==> src/rtl/svv_pkg.sv <==
// Shared types and constants for the semantic version string validator.
package svv_pkg;

  typedef struct packed {
    logic [15:0] char_code;
    logic        char_present;
    logic        last_char;
  } in_beat_t;

  typedef struct packed {
    logic [3:0]  error_code;
    logic [15:0] major_number;
    logic [15:0] minor_number;
    logic [15:0] patch_number;
    logic        has_prerelease;
    logic        has_build;
  } out_beat_t;

  typedef enum logic [2:0] {
    PH_CORE  = 3'b001,
    PH_PRE   = 3'b010,
    PH_BUILD = 3'b100
  } phase_t;

  localparam logic [1:0] FPE_NONE     = 2'd0;
  localparam logic [1:0] FPE_NONDIGIT = 2'd1;
  localparam logic [1:0] FPE_LEADZERO = 2'd2;

  localparam logic [3:0] ERR_OK       = 4'd0;
  localparam logic [3:0] ERR_EMPTY    = 4'd1;
  localparam logic [3:0] ERR_DOTS     = 4'd2;
  localparam logic [3:0] ERR_NONDIGIT = 4'd3;
  localparam logic [3:0] ERR_LEADZERO = 4'd4;
  localparam logic [3:0] ERR_PRE      = 4'd5;
  localparam logic [3:0] ERR_BUILD    = 4'd6;
  localparam logic [3:0] ERR_ALLZERO  = 4'd7;
  localparam logic [3:0] ERR_OVERFLOW = 4'd8;

  localparam logic [15:0] CH_ZERO = 16'h0030;
  localparam logic [15:0] CH_NINE = 16'h0039;
  localparam logic [15:0] CH_DOT  = 16'h002E;
  localparam logic [15:0] CH_DASH = 16'h002D;
  localparam logic [15:0] CH_PLUS = 16'h002B;
  localparam logic [15:0] CH_UC_A = 16'h0041;
  localparam logic [15:0] CH_UC_Z = 16'h005A;
  localparam logic [15:0] CH_LC_A = 16'h0061;
  localparam logic [15:0] CH_LC_Z = 16'h007A;

  localparam logic [1:0] DOT_SAT = 2'd3;
  localparam logic [1:0] DOT_OK  = 2'd2;

endpackage

==> src/rtl/svv_stream_if.sv <==
// Valid/ready stream channel carrying one payload beat.
interface svv_stream_if #(
  parameter type T = logic
) ();
  logic valid;
  logic ready;
  T     data;

  modport source(output valid, output data, input ready);
  modport sink(input valid, input data, output ready);
endinterface

==> src/rtl/semver_string_validator_top.sv <==
// Semantic version string validator: one character per beat, one verdict per string.
// Takes one character beat every cycle, back to back, with no gaps between strings, unless a
// last beat waits for a busy result register. The beat is captured in an input register; one
// pass of logic updates the parse state (including a multiply-by-ten accumulate into the
// current core number) and, on the last beat, builds the verdict into the result register,
// which offers it. A stalled result holds only a last beat in the input register; other
// beats keep flowing. Core numbers saturate at 2^NUMBER_BITS-1 and report an overflow error;
// the number fields show the low 16 bits.
module semver_string_validator_top #(
  parameter int NUMBER_BITS = 16
) (
  input  logic         clk,
  input  logic         rst,
  svv_stream_if.sink   char_in,
  svv_stream_if.source verdict_out
);

  localparam int WIDE = NUMBER_BITS + 4;
  localparam logic [NUMBER_BITS-1:0] NUM_MAX = {NUMBER_BITS{1'b1}};

  logic                 s1_valid;
  svv_pkg::in_beat_t    s1_data;
  logic                 out_valid;
  svv_pkg::out_beat_t   out_data;

  svv_pkg::phase_t      phase, phase_next;
  logic [1:0]           dot_cnt, dot_cnt_next;
  logic [NUMBER_BITS-1:0] nums [3];
  logic [NUMBER_BITS-1:0] nums_next [3];
  logic                 ovf, ovf_next;
  logic                 ps_ne, ps_fz, ps_mu;
  logic                 ps_ne_next, ps_fz_next, ps_mu_next;
  logic [1:0]           fpe, fpe_next;
  logic                 sg_ne, sg_fz, sg_ad, sg_mu;
  logic                 sg_ne_next, sg_fz_next, sg_ad_next, sg_mu_next;
  logic                 bad_pre, bad_pre_next, bad_build, bad_build_next;
  logic                 seen_pre, seen_pre_next, seen_build, seen_build_next;

  logic                 out_free;
  logic                 advance;
  logic                 result_load;
  svv_pkg::out_beat_t   result;

  logic [15:0]          c;
  logic                 is_dig, is_id, is_pre;
  logic [NUMBER_BITS-1:0] num_sel;
  logic [WIDE-1:0]      acc;
  logic                 seg_bad;
  logic [1:0]           fpe_end;
  logic                 empty;
  logic [1:0]           fpe_fin;
  logic                 bad_pre_fin, bad_build_fin, seg_bad_fin;

  function automatic logic [1:0] end_core(input logic [1:0] e, input logic ne,
                                          input logic fz, input logic mu);
    logic [1:0] r;
    r = e;
    if (e == svv_pkg::FPE_NONE) begin
      if (!ne) begin
        r = svv_pkg::FPE_NONDIGIT;
      end else if (fz && mu) begin
        r = svv_pkg::FPE_LEADZERO;
      end
    end
    return r;
  endfunction

  function automatic logic bad_seg(input logic ne, input logic fz, input logic ad,
                                   input logic mu, input logic allow_lz);
    return !ne || (!allow_lz && fz && ad && mu);
  endfunction

  assign out_free       = !out_valid || verdict_out.ready;
  assign advance        = s1_valid && (!s1_data.last_char || out_free);
  assign result_load    = advance && s1_data.last_char;
  assign char_in.ready  = !s1_valid || advance;
  assign verdict_out.valid = out_valid;
  assign verdict_out.data  = out_data;

  assign c      = s1_data.char_code;
  assign is_dig = (c >= svv_pkg::CH_ZERO) && (c <= svv_pkg::CH_NINE);
  assign is_id  = is_dig || ((c >= svv_pkg::CH_UC_A) && (c <= svv_pkg::CH_UC_Z)) ||
                  ((c >= svv_pkg::CH_LC_A) && (c <= svv_pkg::CH_LC_Z)) ||
                  (c == svv_pkg::CH_DASH);
  assign is_pre = (phase == svv_pkg::PH_PRE);
  assign num_sel = nums[dot_cnt];
  assign acc    = (WIDE'(num_sel) << 3) + (WIDE'(num_sel) << 1) + WIDE'(c[3:0]);
  assign seg_bad = bad_seg(sg_ne, sg_fz, sg_ad, sg_mu, !is_pre);
  assign fpe_end = end_core(fpe, ps_ne, ps_fz, ps_mu);

  always_comb begin
    phase_next      = phase;
    dot_cnt_next    = dot_cnt;
    nums_next       = nums;
    ovf_next        = ovf;
    ps_ne_next      = ps_ne;
    ps_fz_next      = ps_fz;
    ps_mu_next      = ps_mu;
    fpe_next        = fpe;
    sg_ne_next      = sg_ne;
    sg_fz_next      = sg_fz;
    sg_ad_next      = sg_ad;
    sg_mu_next      = sg_mu;
    bad_pre_next    = bad_pre;
    bad_build_next  = bad_build;
    seen_pre_next   = seen_pre;
    seen_build_next = seen_build;
    if (s1_data.char_present) begin
      unique case (phase) inside
        svv_pkg::PH_CORE: begin
          if (c == svv_pkg::CH_DOT || c == svv_pkg::CH_DASH || c == svv_pkg::CH_PLUS) begin
            fpe_next   = fpe_end;
            ps_ne_next = 1'b0;
            ps_fz_next = 1'b0;
            ps_mu_next = 1'b0;
            sg_ne_next = 1'b0;
            sg_fz_next = 1'b0;
            sg_ad_next = 1'b0;
            sg_mu_next = 1'b0;
            if (c == svv_pkg::CH_DOT) begin
              if (dot_cnt != svv_pkg::DOT_SAT) begin
                dot_cnt_next = dot_cnt + 2'd1;
              end
            end else if (c == svv_pkg::CH_DASH) begin
              phase_next    = svv_pkg::PH_PRE;
              seen_pre_next = 1'b1;
            end else begin
              phase_next      = svv_pkg::PH_BUILD;
              seen_build_next = 1'b1;
            end
          end else begin
            ps_ne_next = 1'b1;
            if (ps_ne) begin
              ps_mu_next = 1'b1;
            end else if (c == svv_pkg::CH_ZERO) begin
              ps_fz_next = 1'b1;
            end
            if (!is_dig) begin
              if (fpe == svv_pkg::FPE_NONE) begin
                fpe_next = svv_pkg::FPE_NONDIGIT;
              end
            end else if (dot_cnt != svv_pkg::DOT_SAT) begin
              for (int i = 0; i < 3; i++) begin
                if (dot_cnt == 2'(i)) begin
                  if (acc > WIDE'(NUM_MAX)) begin
                    nums_next[i] = NUM_MAX;
                    ovf_next     = 1'b1;
                  end else begin
                    nums_next[i] = acc[NUMBER_BITS-1:0];
                  end
                end
              end
            end
          end
        end
        svv_pkg::PH_PRE, svv_pkg::PH_BUILD: begin
          if (is_pre && c == svv_pkg::CH_PLUS) begin
            if (seg_bad) begin
              bad_pre_next = 1'b1;
            end
            sg_ne_next      = 1'b0;
            sg_fz_next      = 1'b0;
            sg_ad_next      = 1'b0;
            sg_mu_next      = 1'b0;
            phase_next      = svv_pkg::PH_BUILD;
            seen_build_next = 1'b1;
          end else if (c == svv_pkg::CH_DOT || !is_id) begin
            if (c != svv_pkg::CH_DOT || seg_bad) begin
              if (is_pre) begin
                bad_pre_next = 1'b1;
              end else begin
                bad_build_next = 1'b1;
              end
            end
            if (c == svv_pkg::CH_DOT) begin
              sg_ne_next = 1'b0;
              sg_fz_next = 1'b0;
              sg_ad_next = 1'b0;
              sg_mu_next = 1'b0;
            end
          end else if (sg_ne) begin
            sg_mu_next = 1'b1;
            if (!is_dig) begin
              sg_ad_next = 1'b0;
            end
          end else begin
            sg_ne_next = 1'b1;
            sg_ad_next = is_dig;
            sg_fz_next = (c == svv_pkg::CH_ZERO);
            sg_mu_next = 1'b0;
          end
        end
        default: begin
          phase_next = svv_pkg::PH_CORE;
        end
      endcase
    end
  end

  always_comb begin
    empty = (phase_next == svv_pkg::PH_CORE) && (dot_cnt_next == 2'd0) && !ps_ne_next;
    seg_bad_fin = bad_seg(sg_ne_next, sg_fz_next, sg_ad_next, sg_mu_next,
                          phase_next != svv_pkg::PH_PRE);
    fpe_fin       = fpe_next;
    bad_pre_fin   = bad_pre_next;
    bad_build_fin = bad_build_next;
    if (phase_next == svv_pkg::PH_CORE) begin
      fpe_fin = end_core(fpe_next, ps_ne_next, ps_fz_next, ps_mu_next);
    end else if (phase_next == svv_pkg::PH_PRE) begin
      bad_pre_fin = bad_pre_next || seg_bad_fin;
    end else begin
      bad_build_fin = bad_build_next || seg_bad_fin;
    end

    result = '0;
    if (empty) begin
      result.error_code = svv_pkg::ERR_EMPTY;
    end else if (dot_cnt_next != svv_pkg::DOT_OK) begin
      result.error_code = svv_pkg::ERR_DOTS;
    end else if (fpe_fin == svv_pkg::FPE_NONDIGIT) begin
      result.error_code = svv_pkg::ERR_NONDIGIT;
    end else if (fpe_fin == svv_pkg::FPE_LEADZERO) begin
      result.error_code = svv_pkg::ERR_LEADZERO;
    end else if (bad_pre_fin) begin
      result.error_code = svv_pkg::ERR_PRE;
    end else if (bad_build_fin) begin
      result.error_code = svv_pkg::ERR_BUILD;
    end else if (nums_next[0] == '0 && nums_next[1] == '0 && nums_next[2] == '0 &&
                 !seen_pre_next && !seen_build_next) begin
      result.error_code = svv_pkg::ERR_ALLZERO;
    end else if (ovf_next) begin
      result.error_code = svv_pkg::ERR_OVERFLOW;
    end else begin
      result.error_code     = svv_pkg::ERR_OK;
      result.major_number   = 16'(nums_next[0]);
      result.minor_number   = 16'(nums_next[1]);
      result.patch_number   = 16'(nums_next[2]);
      result.has_prerelease = seen_pre_next;
      result.has_build      = seen_build_next;
    end
  end

  always_ff @(posedge clk) begin
    if (rst) begin
      s1_valid <= 1'b0;
    end else if (char_in.valid && char_in.ready) begin
      s1_valid <= 1'b1;
    end else if (advance) begin
      s1_valid <= 1'b0;
    end
  end

  always_ff @(posedge clk) begin
    if (char_in.valid && char_in.ready) begin
      s1_data <= char_in.data;
    end
  end

  always_ff @(posedge clk) begin
    if (rst) begin
      out_valid <= 1'b0;
    end else if (result_load) begin
      out_valid <= 1'b1;
    end else if (verdict_out.ready) begin
      out_valid <= 1'b0;
    end
  end

  always_ff @(posedge clk) begin
    if (result_load) begin
      out_data <= result;
    end
  end

  always_ff @(posedge clk) begin
    if (rst || result_load) begin
      phase      <= svv_pkg::PH_CORE;
      dot_cnt    <= 2'd0;
      nums       <= '{default: '0};
      ovf        <= 1'b0;
      ps_ne      <= 1'b0;
      ps_fz      <= 1'b0;
      ps_mu      <= 1'b0;
      fpe        <= svv_pkg::FPE_NONE;
      sg_ne      <= 1'b0;
      sg_fz      <= 1'b0;
      sg_ad      <= 1'b0;
      sg_mu      <= 1'b0;
      bad_pre    <= 1'b0;
      bad_build  <= 1'b0;
      seen_pre   <= 1'b0;
      seen_build <= 1'b0;
    end else if (advance) begin
      phase      <= phase_next;
      dot_cnt    <= dot_cnt_next;
      nums       <= nums_next;
      ovf        <= ovf_next;
      ps_ne      <= ps_ne_next;
      ps_fz      <= ps_fz_next;
      ps_mu      <= ps_mu_next;
      fpe        <= fpe_next;
      sg_ne      <= sg_ne_next;
      sg_fz      <= sg_fz_next;
      sg_ad      <= sg_ad_next;
      sg_mu      <= sg_mu_next;
      bad_pre    <= bad_pre_next;
      bad_build  <= bad_build_next;
      seen_pre   <= seen_pre_next;
      seen_build <= seen_build_next;
    end
  end

  a_last_held: assert property (@(posedge clk) disable iff (rst)
    (s1_valid && s1_data.last_char && !out_free) |=> (s1_valid && s1_data.last_char))
    else $error("last beat dropped while the result slot was busy");

  a_err_zeroed: assert property (@(posedge clk) disable iff (rst)
    (out_valid && out_data.error_code != svv_pkg::ERR_OK) |->
      (out_data.major_number == 16'd0 && out_data.minor_number == 16'd0 &&
       out_data.patch_number == 16'd0 && !out_data.has_prerelease && !out_data.has_build))
    else $error("error verdict carries nonzero fields");

  a_state_cleared: assert property (@(posedge clk) disable iff (rst)
    result_load |=> (phase == svv_pkg::PH_CORE && dot_cnt == 2'd0 && !ovf &&
                     !seen_pre && !seen_build && out_valid))
    else $error("parse state not cleared after a verdict");

endmodule
==> src/flat_wrapper.sv <==
// flat-port wrapper written by rule: the top's interface ports become plain ports
module semver_string_validator_top_flat 
#(
  parameter int NUMBER_BITS = 16
)
  (clk, rst, char_in_valid, char_in_data, char_in_ready, verdict_out_valid, verdict_out_data, verdict_out_ready);
  svv_stream_if char_in_i ();
  svv_stream_if verdict_out_i ();
  input  logic clk;
  input  logic rst;
  input wire logic [$bits(char_in_i.valid)-1:0] char_in_valid;
  input wire logic [$bits(char_in_i.data)-1:0] char_in_data;
  output wire logic [$bits(char_in_i.ready)-1:0] char_in_ready;
  output wire logic [$bits(verdict_out_i.valid)-1:0] verdict_out_valid;
  output wire logic [$bits(verdict_out_i.data)-1:0] verdict_out_data;
  input wire logic [$bits(verdict_out_i.ready)-1:0] verdict_out_ready;
  assign char_in_i.valid = char_in_valid;
  assign char_in_i.data = char_in_data;
  assign char_in_ready = char_in_i.ready;
  assign verdict_out_valid = verdict_out_i.valid;
  assign verdict_out_data = verdict_out_i.data;
  assign verdict_out_i.ready = verdict_out_ready;
  semver_string_validator_top #(.NUMBER_BITS(NUMBER_BITS)) u_core (.clk(clk), .rst(rst), .char_in(char_in_i), .verdict_out(verdict_out_i));
endmodule
==> config.mk <==
export PLATFORM = sky130hd
export DESIGN_NAME = semver_string_validator_top_flat
export DESIGN_NICKNAME = d
export VERILOG_FILES = /design/src/rtl/svv_pkg.sv /design/src/rtl/svv_stream_if.sv /design/src/rtl/semver_string_validator_top.sv /design/src/flat_wrapper.sv
export SDC_FILE = /design/constraint.sdc
export NUM_CORES = 1
export LEC_CHECK = 0
export BUFFER_PORTS_ARGS = -buffer_cell sky130_fd_sc_hd__buf_2
export CAP_MARGIN = 5
export CELL_PAD_IN_SITES_DETAIL_PLACEMENT = 1
export CELL_PAD_IN_SITES_GLOBAL_PLACEMENT = 1
export CORE_AREA = 4 4 41 43
export DETAILED_ROUTE_END_ITERATION = 12
export DIE_AREA = 0 0 45 47
export PLACE_DENSITY = 0.38
export SLEW_MARGIN = 20
export SYNTH_ARGS = -nofsm -noshare
export SYNTH_HDL_FRONTEND = slang
export SYNTH_SLANG_ARGS = --single-unit
==> constraint.sdc <==
create_clock -name clk -period 0.9 [get_ports clk]
set_input_delay 0.045 -clock clk [delete_from_list [all_inputs] [get_ports clk]]
set_output_delay 0.045 -clock clk [all_outputs]
set_load 0.01 [all_outputs]
Yosys cells after proc, flatten, opt, wreduce, memory -nomap -nowiden

Index checks and enable logic that the tools add are counted.

Reductions and logical operators: 11
$lt $le $gt $ge: 0
Divide/modulo/power cells: 0
Multiplexer cells: 4
Shift operators: 0
Add/sub/neg operators: 0
Equality and inequality tests: 0
$mul: 0
Bitwise logic cells: 0

Operator list:

| kind               | count |
|---|---|
| two-way mux 1 bit  | 4 |
| nonzero test 2 bit | 2 |
| logical AND 1 bit  | 3 |
| zero test 1 bit    | 3 |
| logical OR 1 bit   | 3 |

Logic and storage cells: 18
Bits in latches: 0
Input port bits: 5
Output and inout port bits: 3
Register bits after elaboration: 3
Memory bits (writable): 0
Memories: 0
Memory bits (read-only): 0

Longest topological paths before layout

Word-level depth: 7
Depth in mapped cells: 2
Mapped depth without buffers: 2

Worst setup path before layout

Ideal clock, no wire load.

Path type: register to register
Start: register u_core.out_valid (netlist: u_core.verdict_out.valid)
End: register u_core.s1_data[0] in the netlist's numbering, enable pin
Arrival time: 0.745 ns
Setup time: 0.238 ns
Setup slack: -0.084 ns
Buffers on the path: 0
Clock period less this slack: 0.984 ns
Cell stages (with the launch flop): 3
Data required time: 0.662 ns
Cells stage by stage: dfxtp_1 -> nand4b_4 -> and2_4

Cells in the longest elaborated chain, start to end: 6

Ends and longest elaborated chain:

| item                     | RTL line                           | source |
|---|---|---|
| start: declaration       | semver_string_validator_top.sv:23  | `logic out_valid;` |
| start signal: assignment | semver_string_validator_top.sv:261 | `out_valid <= 1'b0;` |
| start signal: assignment | semver_string_validator_top.sv:263 | `out_valid <= 1'b1;` |
| start signal: assignment | semver_string_validator_top.sv:265 | `out_valid <= 1'b0;` |
| zero test 1 bit          | semver_string_validator_top.sv:73  | `assign out_free = !out_valid \|\| verdict_out.ready;` |
| logical OR 1 bit         | semver_string_validator_top.sv:73  |  |
| logical OR 1 bit         | semver_string_validator_top.sv:74  | `assign advance = s1_valid && (!s1_data.last_char \|\| out_free);` |
| logical AND 1 bit        | semver_string_validator_top.sv:74  |  |
| logical OR 1 bit         | semver_string_validator_top.sv:76  | `assign char_in.ready = !s1_valid \|\| advance;` |
| named net char_in_ready  | flat_wrapper.sv:13                 | `output wire logic [$bits(char_in_i.ready)-1:0] char_in_ready;` |
| logical AND 1 bit        | semver_string_validator_top.sv:254 | `if (char_in.valid && char_in.ready) begin` |
| end signal: assignment   | semver_string_validator_top.sv:255 | `s1_data <= char_in.data;` |
| end: declaration         | semver_string_validator_top.sv:22  | `svv_pkg::in_beat_t s1_data;` |

The timed path passes the listed nets, and every way through them passes these cells.
A chain may end at the register's enable or synchronous reset.

Final worst setup path

Start: register u_core.s1_data[0] in the netlist's numbering
End: output char_in_ready

Cells in the longest elaborated chain, start to end: 4

Ends and longest elaborated chain:

| item              | RTL line |
|---|---|
| zero test 1 bit   | semver_string_validator_top.sv:74 |
| logical OR 1 bit  | semver_string_validator_top.sv:74 |
| logical AND 1 bit | semver_string_validator_top.sv:74 |
| logical OR 1 bit  | semver_string_validator_top.sv:76 |
| end: declaration  | flat_wrapper.sv:13 |

No other way between the ends.

==> results <==
- The launch point of the worst hold path is char_in_valid.
- For this run, the total global-route usage over all layers was measured as 4.82%.
- Setup repair after global routing could not meet its margin everywhere.
- After detailed placement, the total cell area comes to 191 um2.
- VDD sags by at most 0.000404 V.
- Dividing the detail-routed via count by the number of cells gives 3.05.
- The post-synthesis register bit count is 3.
- The post-route standard cell area excluding fillers is 255 um2.
- Summed over all nets, the switching power comes to 0.0864 mW.
- Along the worst hold path, the cell count comes to 3.
- After synthesis the cells add up to 141 um2.
- In this run the power density over the cells is 1660 nW/um2.
- The final net count is 31.
- The layout-stage area growth over the synthesis result is 80.5%.
- The pre-CTS worst setup slack is -0.0503 ns.
- The fraction of power consumed by the clock network is 55.0%.
- The global-route wire length before repair is 593 um.
- After detailed routing, the average wire length per cell comes to 7.85 um.
- Setup slack on the critical path of the routed design comes to -0.106 ns.
- The boundary pin count is 8.
- The insertion delay of the later-clocked pin in the worst-skew pair is 0.23 ns.
- The library cell used as clock root buffer is sky130_fd_sc_hd__clkbuf_4.
- Global routing consumed, on the met3 layer, 4.60% of the routing resources.
- The max-slew violation count is 0.
- The commonest non-fill, non-tap cell in the layout is sky130_fd_sc_hd__buf_2.
- The tree built by TritonCTS fans out to 3 sinks.
- The switching share of total power is 20.4%.
- The CTS tree is done.
- In this run the worst hold path is classified as in -> reg.
- STA classifies the critical path startpoint as a register.
- The internal power component is 0.337 mW.
- In this run, the combinational gates consume 8.3% of the power.
- The placeable core region is 1300 um2.
- Leaving out fill and tap cells, the most frequent cells in the layout are sky130_fd_sc_hd__buf_2 (5), sky130_fd_sc_hd__clkbuf_4 (3), sky130_fd_sc_hd__dlygate4sd3_1 (2), sky130_fd_sc_hd__buf_6 (2).
- The worst path uses 112% of the clock period.
- The worst setup path is captured at an output port.
- The run finished, with violations left.
- The highest fanout seen on the critical path is 2.
- The path depth of the worst reg2reg path is 2.
- The number of diodes added for antenna fixing is 0.
- The leakage power total is 0.136 nW.
- Setup violations remaining at the end of the flow were counted as 2.
- The total overflow left after global routing is 0.
- The fmax is 0.994 GHz.
- The sequential fraction of the synthesis area is 49.6%.
- The clock-pin slew on the worst setup and hold paths is 0.04 ns.
- The met2 usage is 5.93%.
- For the finished layout, the period the worst path requires is 1.01 ns.
- The synthesis warning total is 0.
- For this run, global-route usage on met1 was measured as 4.32%.
- The worst setup skew after layout is 0.00378 ns.
- The final reports fail on setup timing.
- In the final layout, the share of cells above drive strength 1 is 60.0%.
- Counting along the longest clock path gives a buffer depth of 2.
- In this run the vertical extent of the chip is 47 um.
- The net count after synthesis is 17.
- The number of global-route vias before repair was 153.
- The most used routing layer in global routing is met2.
- The total die area is 2120 um2.
- The congestion estimate from routability-driven global placement came to 0.537.
- The sequential share of power is 36.7%.
- The final hold violation count is 0.
- The number of buffers added on ports is 6.
- The endpoint identified for the worst register-to-register timing path is u_core.s1_data[0].
- Once the floorplan was initialized, standard cells occupied 10.9% of the core.
- The DRC violation total after the first TritonRoute iteration is 2.
- For the worst setup path, the data required time is 0.85 ns.
- The total wire length is 314 um.
- In the routed design, unresolved DRC markers number 0.
- The iteration count of the initial detailed-routing pass is 2.
- For hold timing, the worst endpoint is u_core.s1_valid.
- The synthesized area divided by synthesized cell count is 11.8 um2.
- STA puts the critical path data arrival time at 0.96 ns.
- The x dimension of the die is 45 um.
- The setup path with the least slack is of type reg -> out.
- The floorplan row count is 13.
- The count of nets left with antenna violations once routing finished came out at 0.
- The startpoint of the worst register-to-register path is u_core.s1_data[0].
- The number of instances in the synthesized netlist is 12.
- The number of clock buffers added by TritonCTS is 3.
- Across the run, the number of max-cap violations was 0.
- The count of distinct cell types in the synthesized netlist is 11.
- Setup slack on the worst reg-to-reg path comes out at -0.05 ns.
- The count of H-tree levels built during CTS is 1.
- Across all layers, the routed design uses 122 vias.
- The largest net degree at the start of global routing is 4.
- The number of antenna violations at the first check in global routing is 0.
## sequential cells by signal, indices dropped and copies added (netlist names)
| signal | count |
|---|---|
| u_core.s1_valid | 1 |
| u_core.verdict_out.valid | 1 |
| u_core.s1_data | 1 |
## layout make-up
cell class | count | area [um2]
fillers | 160 | 1050
well taps | 15 | 18.8
inverters | 1 | 3.75
multi-input cells | 7 | 60.1
clock buffers | 4 | 26.3
repair buffers | 10 | 75.1
flip-flops and latches | 3 | 71.3
## cells by family after synthesis
logic type      count (synthesis)  share of synthesized area [%]
flops                           3                           49.6
buf+inv                         2                           7.96
compound gates                  2                           9.73
simple gates                    4                           30.1
other cells                     1                           2.65
## cells in the mapped netlist
cell type | count | area (um2)
sky130_fd_sc_hd__dfxtp_1 | 2 | 40.0
sky130_fd_sc_hd__and2_4 | 1 | 8.76
sky130_fd_sc_hd__nand4b_4 | 1 | 23.8
sky130_fd_sc_hd__buf_4 | 1 | 7.51
sky130_fd_sc_hd__a21oi_2 | 1 | 8.76
sky130_fd_sc_hd__a21oi_1 | 1 | 5.00
sky130_fd_sc_hd__edfxtp_1 | 1 | 30.0
sky130_fd_sc_hd__conb_1 | 1 | 3.75
sky130_fd_sc_hd__nand2_1 | 1 | 3.75
sky130_fd_sc_hd__inv_1 | 1 | 3.75
sky130_fd_sc_hd__nand2b_1 | 1 | 6.26
## routing by layer
| metal | part of all wire (%) | vias up |
|---|---|---|
| li1 | - | 62 |
| met1 | 42 | 53 |
| met2 | 44 | 7 |
| met3 | 14 | 0 |
| met4 | 0 | 0 |
| met5 | 0 | - |
## how the worst max path moves through the flow
stage / startpoint / end / slack, ns / cells after the start
after detailed placement: u_core.s1_data[0] / u_core.s1_data[0] / -0.05 / 2
after global placement: u_core.s1_data[0] / u_core.s1_data[0] / -0.03 / 2
after floorplan: u_core.s1_data[0] / u_core.s1_data[0] / -0.06 / 2
final: u_core.s1_data[0] / char_in_ready / -0.11 / 3
after CTS: u_core.s1_data[0] / char_in_ready / -0.13 / 3
after global routing: u_core.s1_data[0] / char_in_ready / -0.15 / 3
## metrics by stage
stage / power [mW] / instances / setup TNS [ns] / hold WS (ns) / util [%]
after floorplan: 0.174 / 12 / -0.0620 / 0.107 / -
after global placement: 0.185 / 33 / -0.0339 / 0.225 / 14.7
after detailed placement: 0.186 / 33 / -0.0503 / 0.231 / 14.7
after CTS: 0.441 / 40 / -0.195 / 0.0619 / 19.6
after global routing: 0.465 / 40 / -0.271 / 0.0747 / 19.6
final: 0.423 / 40 / -0.156 / 0.0690 / 19.6
## worst max-delay path: stages, from the launching register on
cell	delay, ns
sky130_fd_sc_hd__edfxtp_1	0.38
sky130_fd_sc_hd__nand4b_4	0.12
sky130_fd_sc_hd__buf_6	0.13
sky130_fd_sc_hd__buf_6	0.11
## power groups by stage
stage / clock, mW / combinational [mW] / sequential [mW]
floorplan: 0 / 0.0166 / 0.158
global placement: 0 / 0.0276 / 0.157
detailed placement: 0 / 0.0279 / 0.158
CTS: 0.250 / 0.0354 / 0.155
global route: 0.269 / 0.0406 / 0.156
finish: 0.233 / 0.0352 / 0.155
## repair_timing
| action | 4_1_cts | 5_1_grt |
|---|---|---|
| endpoints found under the hold margin | 3 | 0 |
| resized for setup | 2 | 0 |
| hold buffers | 2 | 0 |
| pin swaps | 2 | 1 |
| setup endpoints to repair | 2 | 3 |
| buffers inserted | 1 | 0 |
Power figures use the tool's default switching activity.
